--- config.mk ---
export PLATFORM = sky130hd
export DESIGN_NAME = dmwc_ctrl
export DESIGN_NICKNAME = d
export VERILOG_FILES = /design/src/rtl/direct_mapped_writeback_cache_defines.svh /design/src/rtl/dmwc_pkg.sv /design/src/rtl/dmwc_ctrl.sv
export SDC_FILE = /design/constraint.sdc
export NUM_CORES = 1
export LEC_CHECK = 0
export BUFFER_PORTS_ARGS = -buffer_cell sky130_fd_sc_hd__clkbuf_2
export CAP_MARGIN = 20
export CORE_AREA = 5 5 42 44
export CTS_BUF_LIST = sky130_fd_sc_hd__clkbuf_8
export DETAILED_ROUTE_END_ITERATION = 6
export DIE_AREA = 0 0 47 49
export MAX_ROUTING_LAYER = met4
export SYNTH_ARGS = -nofsm -noshare
export SYNTH_HDL_FRONTEND = slang
export SYNTH_SLANG_ARGS = --single-unit
--- constraint.sdc ---
create_clock -name clk -period 1.2 [get_ports clk]
set_input_delay 0.12 -clock clk [delete_from_list [all_inputs] [get_ports clk]]
set_output_delay 0.12 -clock clk [all_outputs]
set_load 0.005 [all_outputs]
--- src/rtl/direct_mapped_writeback_cache_defines.svh ---
// assertion macros for the cache block
`ifndef DIRECT_MAPPED_WRITEBACK_CACHE_DEFINES_SVH
`define DIRECT_MAPPED_WRITEBACK_CACHE_DEFINES_SVH
`ifndef SYNTHESIS
// same-cycle implication
`define DMWC_ASSERT_IMPLY(label, clk, rst, ante, cons) \
  label: assert property (@(posedge clk) disable iff (rst) (ante) |-> (cons)) \
    else $error("cache check failed: same-cycle implication");
// next-cycle implication
`define DMWC_ASSERT_NEXT(label, clk, rst, ante, cons) \
  label: assert property (@(posedge clk) disable iff (rst) (ante) |=> (cons)) \
    else $error("cache check failed: next-cycle implication");
`else
`define DMWC_ASSERT_IMPLY(label, clk, rst, ante, cons)
`define DMWC_ASSERT_NEXT(label, clk, rst, ante, cons)
`endif
`endif

--- src/rtl/dmwc_pkg.sv ---
package dmwc_pkg;

  localparam int BYTE_ADDR_W = 18;
  localparam int WORD_ADDR_W = 16;
  localparam int DATA_W      = 32;
  localparam int LAT_W       = 10;
  localparam int COST_W      = 12;
  localparam int COUNT_W     = 32;
  localparam int TOTAL_CYC_W = 48;

  localparam int NUM_LINES_DEF      = 64;
  localparam int WORDS_PER_LINE_DEF = 4;
  localparam int MEMORY_WORDS_DEF   = 65536;

  localparam logic [LAT_W-1:0]  LATENCY_RESET = 10'd100;
  localparam logic [COST_W-1:0] BASE_CYCLES   = 12'd2;

  localparam logic MODE_READ  = 1'b0;
  localparam logic MODE_WRITE = 1'b1;

  typedef enum logic [2:0] {
    ST_CLEAR,
    ST_IDLE,
    ST_LOOKUP,
    ST_COMPARE,
    ST_SPILL,
    ST_FILL,
    ST_ACCESS,
    ST_DONE
  } dmwc_state_t;

  // controller to datapath
  typedef struct packed {
    logic clear;    // zero one backing word
    logic accept;   // ready for a request beat
    logic lookup;   // read tag store
    logic decide;   // resolve hit or miss, update tag and valid
    logic spill;    // victim line to backing memory
    logic fill;     // backing memory to line
    logic access;   // word read or write in the line
    logic load;     // load the response register
  } dmwc_cmd_t;

  // datapath to controller
  typedef struct packed {
    logic clear_last;
    logic in_valid;
    logic hit;
    logic victim;
    logic need_fill;
    logic fill_flag;
    logic xfer_last;
    logic out_free;
  } dmwc_stat_t;

endpackage

--- src/rtl/dmwc_ctrl.sv ---
module dmwc_ctrl (
  input  logic                  clk,
  input  logic                  rst,
  input  dmwc_pkg::dmwc_stat_t  stat,
  output dmwc_pkg::dmwc_cmd_t   cmd
);

  dmwc_pkg::dmwc_state_t state, state_next;

  always_ff @(posedge clk) begin
    if (rst) begin
      state <= dmwc_pkg::ST_CLEAR;
    end else begin
      state <= state_next;
    end
  end

  always_comb begin
    state_next = state;
    case (state)
      dmwc_pkg::ST_CLEAR: begin
        if (stat.clear_last) state_next = dmwc_pkg::ST_IDLE;
      end
      dmwc_pkg::ST_IDLE: begin
        if (stat.in_valid) state_next = dmwc_pkg::ST_LOOKUP;
      end
      dmwc_pkg::ST_LOOKUP: begin
        state_next = dmwc_pkg::ST_COMPARE;
      end
      dmwc_pkg::ST_COMPARE: begin
        if (stat.hit) state_next = dmwc_pkg::ST_ACCESS;
        else if (stat.victim) state_next = dmwc_pkg::ST_SPILL;
        else if (stat.need_fill) state_next = dmwc_pkg::ST_FILL;
        else state_next = dmwc_pkg::ST_ACCESS;
      end
      dmwc_pkg::ST_SPILL: begin
        if (stat.xfer_last) begin
          state_next = stat.fill_flag ? dmwc_pkg::ST_FILL : dmwc_pkg::ST_ACCESS;
        end
      end
      dmwc_pkg::ST_FILL: begin
        if (stat.xfer_last) state_next = dmwc_pkg::ST_ACCESS;
      end
      dmwc_pkg::ST_ACCESS: begin
        state_next = dmwc_pkg::ST_DONE;
      end
      dmwc_pkg::ST_DONE: begin
        if (stat.out_free) state_next = dmwc_pkg::ST_IDLE;
      end
      default: begin
        state_next = dmwc_pkg::ST_CLEAR;
      end
    endcase
  end

  always_comb begin
    cmd = '0;
    case (state)
      dmwc_pkg::ST_CLEAR:   cmd.clear  = 1'b1;
      dmwc_pkg::ST_IDLE:    cmd.accept = 1'b1;
      dmwc_pkg::ST_LOOKUP:  cmd.lookup = 1'b1;
      dmwc_pkg::ST_COMPARE: cmd.decide = 1'b1;
      dmwc_pkg::ST_SPILL:   cmd.spill  = 1'b1;
      dmwc_pkg::ST_FILL:    cmd.fill   = 1'b1;
      dmwc_pkg::ST_ACCESS:  cmd.access = 1'b1;
      dmwc_pkg::ST_DONE:    cmd.load   = stat.out_free;
      default:              cmd = '0;
    endcase
  end

endmodule

[After elaboration in Yosys (flattened, before gate mapping)]
Index checks and enable logic that the tools add are counted.
Storage, ports and cells
  register bits after elaboration: 3
  bits of input ports: 10
  output and inout bits: 8
Operators by class
  equality and inequality tests: 12
  multiplexer cells: 18
  reductions and logical operators: 2
Operator list (count)
  $pmux 3 s8: 1
  $mux 3: 5
  $eq 3x3->1 const B: 4
  $ne 2x2->1 const B: 5
  $mux 1: 8
  $mux 2: 4
  $eq 3x2->1 const B: 2
  $reduce_and 5->1: 1
  $eq 3x1->1 const B: 1
  $logic_not 3->1: 1

[Logic depth before layout (Yosys ltp)]
  word-level depth: 4
  gate-level depth with buffers: 5
  depth with buffers taken out: 4

[Worst setup path before layout]
OpenSTA, ideal clock, no wires.
  kind: register to register
  start: register state[0]
  end: register state[1]
  library setup time: 0.066 ns
  arrival: 0.919 ns
  required time: 1.134 ns
  setup slack: 0.215 ns
  cell stages (with the launch flop): 6
  buffers on the path: 1
  clock period less this slack: 0.985 ns
  cells stage by stage: dfxtp_1 buf_6 or2b_4 o211ai_2 o21ai_2 a21oi_2
On the way
  longest elaborated chain between the ends: 3
  elaborated cells on any way between the ends: 15
  classes of those cells: eq/ne (12); mux (1); reduce/logical (2)
RTL lines
  start: declaration: line dmwc_ctrl.sv:8  | dmwc_pkg::dmwc_state_t state, state_next;
  start signal: assignment: line dmwc_ctrl.sv:12  | state <= dmwc_pkg::ST_CLEAR;
  start signal: assignment: line dmwc_ctrl.sv:14  | state <= state_next;
  $eq 3x1->1 (tied with other cells): line dmwc_ctrl.sv:20  | case (state)
  $ne 2x2->1 (no source line)
  $reduce_and 5->1 (no source line)
Several ways; a longest one is shown, not always the timed one.
A chain may end at the register's enable or synchronous reset.

==> results by group <==
Final layout
  • ANT cells: 0
  • Nets@finish: 72
  • Most frequent cells in the layout: clkbuf_2, nor2_1, buf_4
  • P&R area growth vs syn: 66.4%
  • Largest regs: state: 3 flops
  • Max FFs per register: 3
  • Post-layout util: 35.8%
  • Commonest non-fill, non-tap cell in the layout: clkbuf_2
  • Most flop-heavy register: state
  • Share of layout cells above drive strength 1: 70.5%

Pwr
  • Power share of the combinational group: 20.9%
  • Sequential Power Share: 23.1%
  • Internal power: 0.000380 W
  • Switching portion of total power: 23.6%
  • Clock network power share: 55.9%
  • Pleak: 0.237 nW
  • Pwr Density: 991 nW/um2
  • Worst vdd ir: 0.000611 V
  • Switch Pwr: 0.000117 W

Yosys
  • Register bit total from synthesis: 3
  • Sequential-to-total area share from yosys stat: 19.9%
  • Warnings, synthesis: 0
  • Unique cell type count in the Yosys netlist: 24
  • Post-Synthesis Cells: 37
  • Mapped cell area: 302 um2
  • Post-synthesis compound-gate area fraction: 24.5%
  • Synth Area in Simple Gates: 41.9%
  • Post-Synth XOR/XNOR Area: 0%
  • Mapped Nets: 47
  • Largest family of logic cells by synthesized area: simple AND/OR/NAND/NOR gates
  • Synth Area in Adders: 0%
  • Multiplexer share of the synthesized area: 3.32%
  • Synth Area per Inst: 8.15 um2

Floorplanning
  • I/O pin cnt: 18
  • Die height: 49 um
  • Starting Density: 21.5%
  • Die ar.: 2300 um2
  • Die W: 47 um
  • Core Area: 1400 um2
  • # rows: 14

Critical path
  • Worst Setup SP: state[1]
  • Startpoint types: register
  • Worst setup EP type: output port
  • Largest stage delay, worst path: 0.37 ns
  • Worst path arrival time: 1.06 ns
  • Worst r2r dst: state[0]
  • Critical path type: reg2out
  • R2R Setup Slk: 0.11 ns
  • Crit path to: cmd[5]
  • Worst r2r src: state[0]
  • Data required, critical path: 1.08 ns
  • Crit-path slowest cell: dfxtp_4
  • Critical Path, Cell by Cell: or2b_4, nor2_1, clkbuf_2
  • Reg2reg path depth: 4
  • Crit Path Max Fanout: 8

Global route
  • GRT Residual Overflow: 0
  • Initial antenna violation count: 0
  • First-pass GRT wire length: 1320 um
  • Total track usage: 8.15%
  • Largest net degree at the start of global routing: 10
  • Vias in the first global route: 350

Clocking
  • Clk Latency, worst-skew pair: 0.21 ns
  • Worst-path clk slew: 0.03 ns
  • # clock sinks: 3
  • Total CTS buffers: 3
  • Root Driver: clkbuf_8
  • H-Tree Depth: 1
  • CTS tree: done
  • CTS max path bufs: 2

Drt
  • Vias per cell: 4.35
  • Final wirelength: 764 um
  • Drt initial violations: 1
  • Drt drc: 0
  • DRT antenna net count: 0
  • Detailed-router iteration count before antenna repair: 2
  • Vias: 335
  • WL/cell: 9.92 um

Run status
  • Outcome: finished, final reports clean

Timing
  • Slew @ Worst Pin: 0.202 ns
  • Pins Over Slew Limit: 0
  • Min Hold Slack: 0.116 ns
  • Worst Skew: 0.00115 ns
  • Tmin final: 1.18 ns
  • Fin crit share: 98.7%
  • RSZ-0062 raised after global routing: true
  • Final Hold Viols: 0
  • Max-slew headroom: 86.1%
  • Final setup vio count: 0
  • Max Fclk: 844 MHz

Min path
  • Hold/Removal Path Class: in2reg
  • HP Start: rst

Placement
  • Final HPWL DP: 597 um
  • GPL Wtd Cong: 0.728
  • Port Buffer Count: 17

Flow run
  • Max-cap viol count: 0
cell type report:
cell class	instances	area [um2]
clock buffers	3	41.3
clock inverters	1	3.75
flip-flops and latches	3	71.3
inverters	1	3.75
fillers	162	900
well taps	16	20.0
repair buffers	23	134
multi-input cells	30	228
cell usage after synthesis (all sizes together):
cell,instances,area (um2)
or2b,2,18.8
nor2,8,30.0
nor3,3,20.0
and2,1,8.76
o211ai,1,12.5
nand4b,1,8.76
o21a,1,7.51
nand3b,1,7.51
and3,1,11.3
dfxtp,3,60.1
and3b,1,10.0
a21oi,4,23.8
nor3b,1,7.51
a221oi,1,15.0
nand2,1,3.75
buf,3,27.5
o21ai,1,8.76
inv,1,3.75
mux2i,1,10.0
a31oi,1,6.26
worst max-delay path: cells and delay by family (launching register included):
family                 cells  cell delay [ns]
buffers and inverters      1             0.11
flip-flops                 1             0.37
AND/OR/NAND/NOR            2             0.37
kinds of logic after synthesis:
kind of cell,after synthesis
buffers and inverters,4
muxes,1
AOI/OAI and AO/OA,9
and+or+nand+nor,20
DFF,3
stage by stage:
stage / std cells / TNS [ns] / area, um2 / worst slack (ns) / total power [W]
detailed placement: 71 / 0 / 409 / 0.0670 / 0.000209
floorplan: 37 / 0 / 302 / 0.215 / 0.000175
finish: 77 / 0 / 502 / 0.0154 / 0.000497
global route: 77 / -0.0821 / 502 / -0.0481 / 0.000534
global placement: 71 / 0 / 409 / 0.0892 / 0.000208
CTS: 75 / 0 / 463 / 0.00178 / 0.000502
power groups by stage:
stage	Sequential (W)	Clock (W)	Combinational (W)
2_1_floorplan	0.000111	0	0.0000640
3_5_place_dp	0.000119	0	0.0000900
3_3_place_gp	0.000119	0	0.0000893
5_1_grt	0.000116	0.000301	0.000117
6_report	0.000115	0.000278	0.000104
4_1_cts	0.000118	0.000293	0.0000907
worst min path at each step:
stage,to,cells after the start
2_1_floorplan,state[1],1
3_3_place_gp,state[1],2
3_5_place_dp,state[1],2
4_1_cts,state[1],2
5_1_grt,state[1],2
6_report,state[1],2
routing by layer:
metal	share of wire [%]	vias up	GRT usage, %
li1	-	178	-
met1	46	145	9.85
met2	45	12	11.3
met3	9.2	0	4.43
met4	0	0	2.76
met5	0	-	-
timing repair:
item,in CTS,in global routing
cloned,0,0
pin swaps,0,0
setup endpoints to repair,6,6
endpoints found under the hold margin,0,0
resized for setup,5,8
hold buffers,0,0
setup buffers,0,2
No activity file was read; power rests on OpenSTA's default activity.
